==> config.mk <==
export PLATFORM = sky130hd
export DESIGN_NAME = sha256_message_digest_core
export DESIGN_NICKNAME = d
export VERILOG_FILES = /design/src/rtl/sha256_pkg.sv /design/src/rtl/sha256_round.sv /design/src/rtl/sha256_message_digest_core.sv
export VERILOG_INCLUDE_DIRS = /design/src /design/src/rtl
export SDC_FILE = /design/constraint.sdc
export NUM_CORES = 2
export LEC_CHECK = 0
export BUFFER_PORTS_ARGS = -buffer_cell sky130_fd_sc_hd__buf_4
export CORE_MARGIN = 3
export CORE_UTILIZATION = 25
export DETAILED_ROUTE_END_ITERATION = 6
export PLACE_DENSITY_LB_ADDON = 0.25
export REMOVE_ABC_BUFFERS = 1
export SLEW_MARGIN = 25
export SYNTH_ARGS = -nofsm -noshare
export SYNTH_HDL_FRONTEND = slang
export SYNTH_SLANG_ARGS = --single-unit
==> constraint.sdc <==
create_clock -name i_clk -period 18.4 [get_ports i_clk]
set_clock_uncertainty 0.2 [all_clocks]
set_input_delay 0.92 -clock i_clk [delete_from_list [all_inputs] [get_ports i_clk]]
set_output_delay 0.92 -clock i_clk [all_outputs]
set_load 0.05 [all_outputs]
==> src/rtl/sha256_message_digest_core_assert.svh <==
// Assertion macros for the SHA-256 digest core.
`ifndef SHA256_MESSAGE_DIGEST_CORE_ASSERT_SVH
`define SHA256_MESSAGE_DIGEST_CORE_ASSERT_SVH
`ifndef SYNTHESIS
`define SHA_ASSERT_IMP(label, clk, rst_n, ante, cons) \
    label: assert property (@(posedge clk) disable iff (!rst_n) (ante) |-> (cons)) \
        else $error("assertion failed");
`define SHA_ASSERT_NEXT(label, clk, rst_n, ante, cons) \
    label: assert property (@(posedge clk) disable iff (!rst_n) (ante) |=> (cons)) \
        else $error("assertion failed");
`else
`define SHA_ASSERT_IMP(label, clk, rst_n, ante, cons)
`define SHA_ASSERT_NEXT(label, clk, rst_n, ante, cons)
`endif
`endif

==> src/rtl/sha256_pkg.sv <==
// Types, constants and round functions shared by the SHA-256 digest core.
`default_nettype none
package sha256_pkg;
    typedef struct packed {
        logic [7:0] data_byte;
        logic       byte_valid;
        logic       end_of_message;
    } t_in_item;

    typedef struct packed {
        logic [31:0] digest_word;
        logic [2:0]  word_index;
        logic        last_word;
    } t_out_item;

    typedef struct packed {
        logic start;
        logic init;
    } t_rnd_ctrl;

    localparam logic [7:0] PadMark = 8'h80;
    localparam logic [5:0] LenPos  = 6'd56;

    localparam logic [31:0] InitHash [8] = '{
        32'h6a09e667, 32'hbb67ae85, 32'h3c6ef372, 32'ha54ff53a,
        32'h510e527f, 32'h9b05688c, 32'h1f83d9ab, 32'h5be0cd19
    };

    localparam logic [31:0] RoundK [64] = '{
        32'h428a2f98, 32'h71374491, 32'hb5c0fbcf, 32'he9b5dba5, 32'h3956c25b, 32'h59f111f1,
        32'h923f82a4, 32'hab1c5ed5, 32'hd807aa98, 32'h12835b01, 32'h243185be, 32'h550c7dc3,
        32'h72be5d74, 32'h80deb1fe, 32'h9bdc06a7, 32'hc19bf174, 32'he49b69c1, 32'hefbe4786,
        32'h0fc19dc6, 32'h240ca1cc, 32'h2de92c6f, 32'h4a7484aa, 32'h5cb0a9dc, 32'h76f988da,
        32'h983e5152, 32'ha831c66d, 32'hb00327c8, 32'hbf597fc7, 32'hc6e00bf3, 32'hd5a79147,
        32'h06ca6351, 32'h14292967, 32'h27b70a85, 32'h2e1b2138, 32'h4d2c6dfc, 32'h53380d13,
        32'h650a7354, 32'h766a0abb, 32'h81c2c92e, 32'h92722c85, 32'ha2bfe8a1, 32'ha81a664b,
        32'hc24b8b70, 32'hc76c51a3, 32'hd192e819, 32'hd6990624, 32'hf40e3585, 32'h106aa070,
        32'h19a4c116, 32'h1e376c08, 32'h2748774c, 32'h34b0bcb5, 32'h391c0cb3, 32'h4ed8aa4a,
        32'h5b9cca4f, 32'h682e6ff3, 32'h748f82ee, 32'h78a5636f, 32'h84c87814, 32'h8cc70208,
        32'h90befffa, 32'ha4506ceb, 32'hbef9a3f7, 32'hc67178f2
    };

    function automatic logic [31:0] rotr(input logic [31:0] x, input int n);
        rotr = (x >> n) | (x << (32 - n));
    endfunction
endpackage
`default_nettype wire

==> src/rtl/sha256_round.sv <==
// One SHA-256 round unit with rolling message schedule, reused for all 64 rounds.
`default_nettype none
module sha256_round (
    input  wire logic                 i_clk,
    input  wire logic                 i_rst_n,
    input  sha256_pkg::t_rnd_ctrl     i_ctrl,
    input  wire logic [511:0]         i_block,
    input  wire logic [255:0]         i_hash,
    output logic [255:0]              o_hash,
    output logic                      o_done
);
    import sha256_pkg::*;

    logic [31:0] r_w [16];
    logic [31:0] r_v [8];
    logic [31:0] r_h [8];
    logic [6:0]  r_round;
    logic        r_busy;
    logic        r_done;

    logic [5:0]  rnd;
    logic [31:0] w_cur, s0, s1, t1, t2, ch, maj, ep0, ep1;

    assign rnd = r_round[5:0];

    always_comb begin
        s0 = rotr(r_w[1], 7) ^ rotr(r_w[1], 18) ^ (r_w[1] >> 3);
        s1 = rotr(r_w[14], 17) ^ rotr(r_w[14], 19) ^ (r_w[14] >> 10);
        w_cur = (r_round < 7'd16) ? r_w[0] : (s1 + r_w[9] + s0 + r_w[0]);
        ep1 = rotr(r_v[4], 6) ^ rotr(r_v[4], 11) ^ rotr(r_v[4], 25);
        ch  = (r_v[4] & r_v[5]) ^ (~r_v[4] & r_v[6]);
        ep0 = rotr(r_v[0], 2) ^ rotr(r_v[0], 13) ^ rotr(r_v[0], 22);
        maj = (r_v[0] & r_v[1]) ^ (r_v[0] & r_v[2]) ^ (r_v[1] & r_v[2]);
        t1 = r_v[7] + ep1 + ch + RoundK[rnd] + w_cur;
        t2 = ep0 + maj;
    end

    // The schedule window shifts one word per round; slot 0 is word r (r-16 if r>15).
    always_ff @(posedge i_clk) begin
        if (!i_rst_n) begin
            r_busy  <= 1'b0;
            r_done  <= 1'b0;
            r_round <= '0;
            for (int k = 0; k < 8; k++) r_h[k] <= InitHash[k];
        end else begin
            r_done <= 1'b0;
            if (i_ctrl.init) begin
                for (int k = 0; k < 8; k++) r_h[k] <= InitHash[k];
            end
            if (i_ctrl.start) begin
                for (int k = 0; k < 16; k++) r_w[k] <= i_block[511 - 32*k -: 32];
                for (int k = 0; k < 8; k++) r_v[k] <= i_hash[255 - 32*k -: 32];
                r_busy  <= 1'b1;
                r_round <= '0;
            end else if (r_busy) begin
                for (int k = 0; k < 15; k++) r_w[k] <= r_w[k+1];
                r_w[15] <= w_cur;
                r_v[7] <= r_v[6];
                r_v[6] <= r_v[5];
                r_v[5] <= r_v[4];
                r_v[4] <= r_v[3] + t1;
                r_v[3] <= r_v[2];
                r_v[2] <= r_v[1];
                r_v[1] <= r_v[0];
                r_v[0] <= t1 + t2;
                if (r_round == 7'd63) begin
                    r_busy <= 1'b0;
                    r_done <= 1'b1;
                    r_round <= '0;
                end else begin
                    r_round <= r_round + 7'd1;
                end
            end else if (r_done) begin
                for (int k = 0; k < 8; k++) r_h[k] <= i_hash[255 - 32*k -: 32] + r_v[k];
            end
        end
    end

    always_comb begin
        for (int k = 0; k < 8; k++) o_hash[255 - 32*k -: 32] = r_h[k];
    end
    assign o_done = r_done;
endmodule
`default_nettype wire

==> src/rtl/sha256_message_digest_core.sv <==
// Top level of the byte-serial SHA-256 digest core: sequencer, block buffer, output.
//
// Channel   Dir  Handshake              Payload
// in        in   i_valid / o_ready      sha256_pkg::t_in_item
// out       out  o_valid / i_ready      sha256_pkg::t_out_item
//
// A byte that does not fill the block is taken in S_IDLE and then written
// in S_BYTE. A byte that completes a 64-byte block holds o_ready low while
// the shared round unit runs its 64 rounds and folds the result into the
// hash. An end of message pushes padding bytes through the same path, one per
// cycle outside compression, compresses one or two blocks, then shows the
// eight digest words one per accepted output item. Reset is synchronous and
// returns the hash to the standard initial values. Output stalls only hold
// the current word; no input is taken until the eighth word has left.
`default_nettype none
module sha256_message_digest_core (
    input  wire logic                  i_clk,
    input  wire logic                  i_rst_n,
    input  wire logic                  i_valid,
    output logic                       o_ready,
    input  sha256_pkg::t_in_item       i_item,
    output logic                       o_valid,
    input  wire logic                  i_ready,
    output sha256_pkg::t_out_item      o_item
);
    import sha256_pkg::*;
`include "sha256_message_digest_core_assert.svh"

    typedef enum logic [2:0] {
        S_IDLE, S_BYTE, S_COMP, S_WAIT, S_PAD, S_OUT
    } t_state;

    t_state       r_state;
    logic [511:0] r_block;
    logic [63:0]  r_bits;
    logic [63:0]  r_len;
    logic [5:0]   r_pos;
    logic         r_end;
    logic         r_pad_started;
    logic         r_len_here;
    logic [7:0]   r_byte;
    logic [2:0]   r_widx;
    logic         r_valid;
    t_rnd_ctrl    rnd_ctrl;
    logic [255:0] hash;
    logic         comp_done;
    logic [7:0]   pad_byte;
    logic [2:0]   len_sel;

    sha256_round u_round (
        .i_clk   (i_clk),
        .i_rst_n (i_rst_n),
        .i_ctrl  (rnd_ctrl),
        .i_block (r_block),
        .i_hash  (hash),
        .o_hash  (hash),
        .o_done  (comp_done)
    );

    // Padding: 0x80 first, zeros to byte 56, then the length big-endian.
    // The length goes only into the block that has room for it after the
    // 0x80 byte; when the 0x80 lands at byte 56 or later, that block is
    // filled with zeros and the length goes into the following block.
    always_comb begin
        len_sel = 3'd7 - r_pos[2:0];
        if (!r_pad_started) begin
            pad_byte = PadMark;
        end else if (r_len_here && r_pos >= LenPos) begin
            pad_byte = r_len[8*len_sel +: 8];
        end else begin
            pad_byte = '0;
        end
    end

    assign o_ready = (r_state == S_IDLE);
    assign o_valid = r_valid;
    assign o_item.digest_word = hash[255 - 32*r_widx -: 32];
    assign o_item.word_index  = r_widx;
    assign o_item.last_word   = (r_widx == 3'd7);

    always_comb begin
        rnd_ctrl.start = (r_state == S_COMP);
        rnd_ctrl.init  = (r_state == S_OUT) && r_valid && i_ready && (r_widx == 3'd7);
    end

    always_ff @(posedge i_clk) begin
        if (!i_rst_n) begin
            r_state       <= S_IDLE;
            r_bits        <= '0;
            r_pos         <= '0;
            r_end         <= 1'b0;
            r_pad_started <= 1'b0;
            r_len_here    <= 1'b0;
            r_widx        <= '0;
            r_valid       <= 1'b0;
        end else begin
            case (r_state)
                S_IDLE: begin
                    if (i_valid) begin
                        r_byte <= i_item.data_byte;
                        r_end  <= i_item.end_of_message;
                        r_pad_started <= 1'b0;
                        if (i_item.byte_valid) begin
                            r_bits  <= r_bits + 64'd8;
                            r_len   <= r_bits + 64'd8;
                            r_state <= S_BYTE;
                        end else if (i_item.end_of_message) begin
                            r_len   <= r_bits;
                            r_state <= S_PAD;
                        end
                    end
                end
                S_BYTE, S_PAD: begin
                    r_block[511 - 8*r_pos -: 8] <= (r_state == S_BYTE) ? r_byte : pad_byte;
                    if (r_state == S_PAD) r_pad_started <= 1'b1;
                    // The 0x80 byte decides whether the length still fits here.
                    if (r_state == S_PAD && !r_pad_started) r_len_here <= (r_pos < LenPos);
                    r_pos <= r_pos + 6'd1;
                    if (r_pos == 6'd63) begin
                        r_state <= S_COMP;
                    end else if (r_state == S_PAD || r_end) begin
                        r_state <= S_PAD;
                    end else begin
                        r_state <= S_IDLE;
                    end
                end
                S_COMP: r_state <= S_WAIT;
                S_WAIT: begin
                    if (comp_done) begin
                        // The hash update lands in the cycle after done.
                        if (r_end && r_pad_started && r_len_here && r_pos == 6'd0) begin
                            r_state <= S_OUT;
                            r_widx  <= '0;
                        end else if (r_end) begin
                            r_state    <= S_PAD;
                            r_len_here <= 1'b1;
                        end else begin
                            r_state <= S_IDLE;
                        end
                    end
                end
                S_OUT: begin
                    if (!r_valid) begin
                        r_valid <= 1'b1;
                    end else if (i_ready) begin
                        if (r_widx == 3'd7) begin
                            r_valid <= 1'b0;
                            r_bits  <= '0;
                            r_end   <= 1'b0;
                            r_state <= S_IDLE;
                        end
                        r_widx <= r_widx + 3'd1;
                    end
                end
                default: r_state <= S_IDLE;
            endcase
        end
    end

    // Output items appear only while the digest is being delivered.
    `SHA_ASSERT_IMP(a_valid_in_out, i_clk, i_rst_n, o_valid, r_state == S_OUT)
    // The core never takes an input while results are pending.
    `SHA_ASSERT_IMP(a_no_ready_busy, i_clk, i_rst_n, o_valid, !o_ready)
    // After the last word leaves, the core returns to idle.
    `SHA_ASSERT_NEXT(a_last_idle, i_clk, i_rst_n,
        o_valid && i_ready && o_item.last_word, o_ready && !o_valid)
endmodule
`default_nettype wire

==> After elaboration in Yosys (flattened, before gate mapping) <==
Memories as Yosys holds them, arrays and structs flattened.
Cells that the tools add are included.
{ "totals": {"output_inout_bits": 38, "inputBits": 14, "register_bits": 673, "n_memories": 4, "ramBits": 1024, "romBits": 2048, "elab_cells": 280} }
{ "classes": {"n_lt_le_gt_ge": 4, "n_addsub": 26, "bitwise": 70, "n_reduce_logical": 29, "muxes": 109, "shift": 4, "eq_ne": 20} }
{ "memory_table": {"columns": ["memory", "words", "word_bits", "read_ports", "rd_ports_with_merged_regs", "wr", "line", "rtl"], "rows": [
  ["(name not given)", 64, 32, 1, 0, 0, "sha256_round.sv:34", "t1 = r_v[7] + ep1 + ch + RoundK[rnd] + w_cur;"],
  ["u_round.r_w", 16, 32, 16, 0, 16, "sha256_round.sv:14", "logic [31:0] r_w [16];"],
  ["u_round.r_h", 8, 32, 8, 0, 8, "sha256_round.sv:16", "logic [31:0] r_h [8];"],
  ["u_round.r_v", 8, 32, 8, 0, 8, "sha256_round.sv:15", "logic [31:0] r_v [8];"]
]} }
{ "op_table": {"columns": ["cell", "n"], "rows": [
  ["2-to-1 mux 32 bit", 43],
  ["adder 32 bit", 18],
  ["variable shift 8 x 34 -> 519 bit (first input constant)", 1],
  ["indexed part select 8 x 34 -> 519 bit", 1],
  ["bitwise mux 512 bit", 1],
  ["2-to-1 mux 64 bit", 7],
  ["bitwise XOR 32 bit", 9],
  ["indexed part select 287 x 33 -> 32 bit", 1],
  ["AND 32 bit", 5],
  ["case mux 64 bit (2 select lines)", 1],
  ["adder 64 x 4 -> 64 bit (second input constant)", 1],
  ["indexed part select 64 x 7 -> 8 bit", 1],
  ["2-to-1 mux 3 bit", 15],
  ["OR 1 bit", 40],
  ["negation 32 -> 34 bit", 1],
  ["2-to-1 mux 1 bit", 33],
  ["inverter 32 bit", 1],
  ["OR 10 x 32 -> 32 bit", 1],
  ["OR 13 x 32 -> 32 bit", 1],
  ["OR 14 x 32 -> 32 bit", 1],
  ["OR 15 x 32 -> 32 bit", 1],
  ["OR 19 x 32 -> 32 bit", 1],
  ["OR 21 x 32 -> 32 bit", 1],
  ["OR 25 x 32 -> 32 bit", 1],
  ["other kinds (43)", 76]
]} }

==> Logic depth before layout (Yosys ltp) <==
{ "logic_depth": {"depth_word": 10, "depth_mapped": 43, "ltp_nobuf": 41} }

==> Hierarchy <==
From an unflattened synthesis, not the netlist that was laid out.
{ "hier_totals": {"cells_unflattened": 8643, "area_unflattened_um2": 97184.5} }
{ "modules_own_cells": {"columns": ["mod", "area_per_inst_um2", "cells_each", "seq_area_each_um2", "n_inst"], "rows": [
  ["sha256_round", 68712.2, 6378, 30609.4, 1],
  ["sha256_message_digest_core", 28472.3, 2265, 18988.2, 1]
]} }

==> Least setup slack after synthesis <==
Ideal clock, no wire load.
{ "synth_path": {"kind": "input-to-reg", "startpoint": "in i_rst_n", "endpoint": "mem u_round.r_v[0][0], enable pin", "stages": 5, "t_required_ps": 12885, "n_path_buf": 3, "setup_slack_ps": -1366, "setup_ps": 5315, "arrival_time_ps": 14251, "path_cell_list": "clkbuf_1 -> nand2_1 -> clkbuf_1 -> clkbuf_1 -> nand2_1"} }
{ "synth_lines": {"columns": ["item", "line", "rtl"], "rows": [
  ["start, declared", "sha256_message_digest_core.sv:18", "input wire logic i_rst_n,"],
  ["end, declared", "sha256_round.sv:15", null]
]} }

==> metrics.md <==
| Metric | Value |
|---|---|
| Startpoint types | flop |
| Upper clock frequency limit | 0.0946 GHz |
| Initial Util | 0.251 |
| Total GRT Usage | 0.171 |
| Final Max Tran Viols | 0 |
| Endpoint class of the critical path | flop |
| Final instance area | 110,000 µm² |
| Hpwl dp | about 250,000 µm |
| Top cell type's share of synthesized area | 0.486 |
| Die Ht | approximately 630 µm |
| Status | complete, no violations |
| Via count | 72,800 |
| Most area-hungry cell type in the Yosys netlist | edfxtp_1 |
| Final-report hold violation count | 0 |
| P&R area growth vs syn | 12.8% |
| Initial antenna violation count | 6 |
| Period utilization | 0.575 |
| RSZ-0062 raised after global routing | no |
| Clk_lat worst skew | 890 ps |
| Sequential fraction of the synthesis area | 0.510 |
| Largest net degree at the start of global routing | 144 |
| Adder-cell area share of the yosys netlist | 0.0937 |
| Post-Synth XOR/XNOR Area | 0.0563 |
| Pwr per Cell Area | ~76 nW/µm² |
| Post-route ant nets | 0 |
| Post-synth ARST share | 0 |
| Util after Layout | 0.284 |
| # port buffers | 51 |
| Clk sinks | 1,691 |
| Crit path largest cell delay | 830 ps |
| Yosys reg bits | around 1,700 |
| Slew headroom | 0.243 |
| Area of the core | 387,000 µm² |
| CTS Root Cell | clkbuf_16 |
| Layout fillers | 40,200 |
| Total power | 8.34 mW |
| Main combinational cell family by area after synthesis | simple AND/OR/NAND/NOR gates |
| Crit Path Class | reg2reg |
| Routability cong. | 0.918 |
| Max cap viols | 0 |
| Placed Instance Area | roughly 100,000 µm² |
| Layout cell share with drive strength beyond 1 | 0.0735 |
| Post-Syn Area per Cell | 9.98 µm² |
| Grt ovf | 0 |
| Via/cell ratio | 4.87 |
| Most used cell, CP | a21oi_1 |
| DRT Pass-1 Iters | 7 |
| Ys Warns | 0 |
| Vias in the first global route | 71,800 |
| Sum Neg Setup Slack | 0 ps |
| CTS Buf Count | 199 |
| H-tree Lvls | 4 |
| Top cells by area, synth | edfxtp_1, nand2_1, ha_1, nor2_1, fa_1 |
| CTS tree | built |
| Endpoints failing setup | 0 |
| Die area | 396,000 µm² |
| Post-synthesis compound-gate area fraction | 0.0977 |
| Critical path arrival | 10,940 ps |
| Fraction of the mapped netlist area in simple logic gates | 0.179 |
| Slew @ Worst Pin | 1120 ps |
| Worst IR drop on VDD | slightly below 0.08 mV |
| Routed WL per cell | ~23 µm |
| Hold Buf Count CTS | 8 |
| Max Buffers Root-to-Sink | 4 |
| First-pass GRT wire length | approximately 500,000 µm |
| Mapped Area | 97,200 µm² |
| Worst Hold Class | in2reg |
| Worst EP required | 18,770 ps |
| I/O pins | 52 |
| Clock Pin Slew Worst Setup and Hold Paths | 60 ps |
| Final #Nets | 10,200 |
| Post-synth EDFFs | 1,573 |
| Count leader, synth | nand2_1 |
| Die width | between 600 and 700 µm |
| Site Rows | 228 |
| Synth top cells by count | nand2_1, edfxtp_1, nor2_1 |
| Distinct cell type count after synthesis | 89 |
| Critical-path top delay cell | o41ai_1 |
| Post-CTS sizing | 0 |
| Post-CTS setup buffer count | 0 |
| Crit path time final | approximately 11,000 ps |
| Crit Path Max Fanout | 5 |
| Routed WL | between 300,000 and 400,000 µm |
| Drt first-iter violations | 6,637 |
| Prevailing post-synth register cell | edfxtp_1 |
| Mux cell area share after synthesis | 0.0302 |
| # DRC | 0 |
| Leak Pwr | 40.2 nW |
| Post-Synthesis Cells | 9,739 |
[cells by family (layout without fill, tap and decap cells)]
family	Yosys count	in the layout
AOI/OAI and AO/OA	1528	1528
other	0	2
muxes	185	185
buffers and inverters	836	873
adders and majority gates	615	615
and+or+nand+nor	4262	4262
DFF	1691	1691
xor gates and xnor gates	622	622
[layer usage]
| layer | part of all wire | up-vias | track usage |
|---|---|---|---|
| met5 | 0.000057 | - | 0 |
| met4 | 0.027 | 2 | 0.0416 |
| met3 | 0.055 | 430 | 0.0220 |
| met2 | 0.47 | 2200 | 0.280 |
| met1 | 0.45 | 36700 | 0.238 |
| li1 | - | 33500 | - |
[placed cells by master (no fill, tap or decap), types with 57 or more instances in the layout]
cell type	n
a21o_1	170
a21oi_1	422
nor2b_1	57
nor3_1	113
ha_1	401
o21ai_0	426
nor2_1	1017
mux2_2	86
mux4_2	78
xnor2_1	420
clkbuf_16	204
dfxtp_1	110
a31oi_1	65
nand2_1	2567
and3_1	70
xor2_1	200
edfxtp_1	1573
nand3_1	111
buf_4	176
inv_1	320
nand2b_1	70
fa_1	195
[sequential cells by signal (all words and copies together) (netlist names), 6 cells and up]
register	flops
u_round.r_v	256
u_round.r_round	7
r_byte	8
r_pos	6
r_len	61
u_round.r_h	256
u_round.r_w	512
r_block	512
r_bits	61
[worst paths after layout]
kind	start	endpoint	slack (ps)	cells past startpoint
setup reg to reg	u_round.r_w[3][75]$_DFFE_PP_	u_round.r_v[0][31]$_DFFE_PP_	7830	36
hold / removal	i_item[0]	r_end$_SDFFE_PN0P_	190	3
setup / recovery	u_round.r_w[3][75]$_DFFE_PP_	u_round.r_v[0][31]$_DFFE_PP_	7830	36
hold reg to reg	r_block[98]$_DFFE_PP_	u_round.r_w[3][2]$_DFFE_PP_	260	2
[worst max-delay path: cells and delay by family, from the launching register on]
kind,cells,cell delay (ps)
AO/OA/AOI/OAI,15,3970
XOR/XNOR,5,1370
adder cells (fa/ha/maj),8,3350
buffers and inverters,2,260
flip-flops,1,470
AND/OR/NAND/NOR,6,670
[metrics by stage]
step           cells  hold WS [ps]  worst slack, ps
6_report       15000           191             7830
4_1_cts        14900           109             8000
2_1_floorplan   9227           263           -36400
5_1_grt        15000           130             7360
3_5_place_dp   14600           290             8040
3_3_place_gp   14600           286             7680
[cell type report]
class,count,area (µm²),area share
flip-flops and latches,1691,49600,0.453
clock buffers,252,5320,0.0485
multi-input cells,7212,44600,0.407
inverters,324,1220,0.0111
repair buffers,193,1530,0.0140
diodes,2,5.00,0.0000456
clock inverters,104,833,0.00760
well taps,5175,6470,0.0591
[report_power, final]
group	internal, mW	switching, mW	total [mW]
Combinational	0.0726	0.185	0.257
Clock	2.20	1.68	3.89
Sequential	4.17	0.0227	4.19
Note: power is estimated with default switching activity, not from simulation.
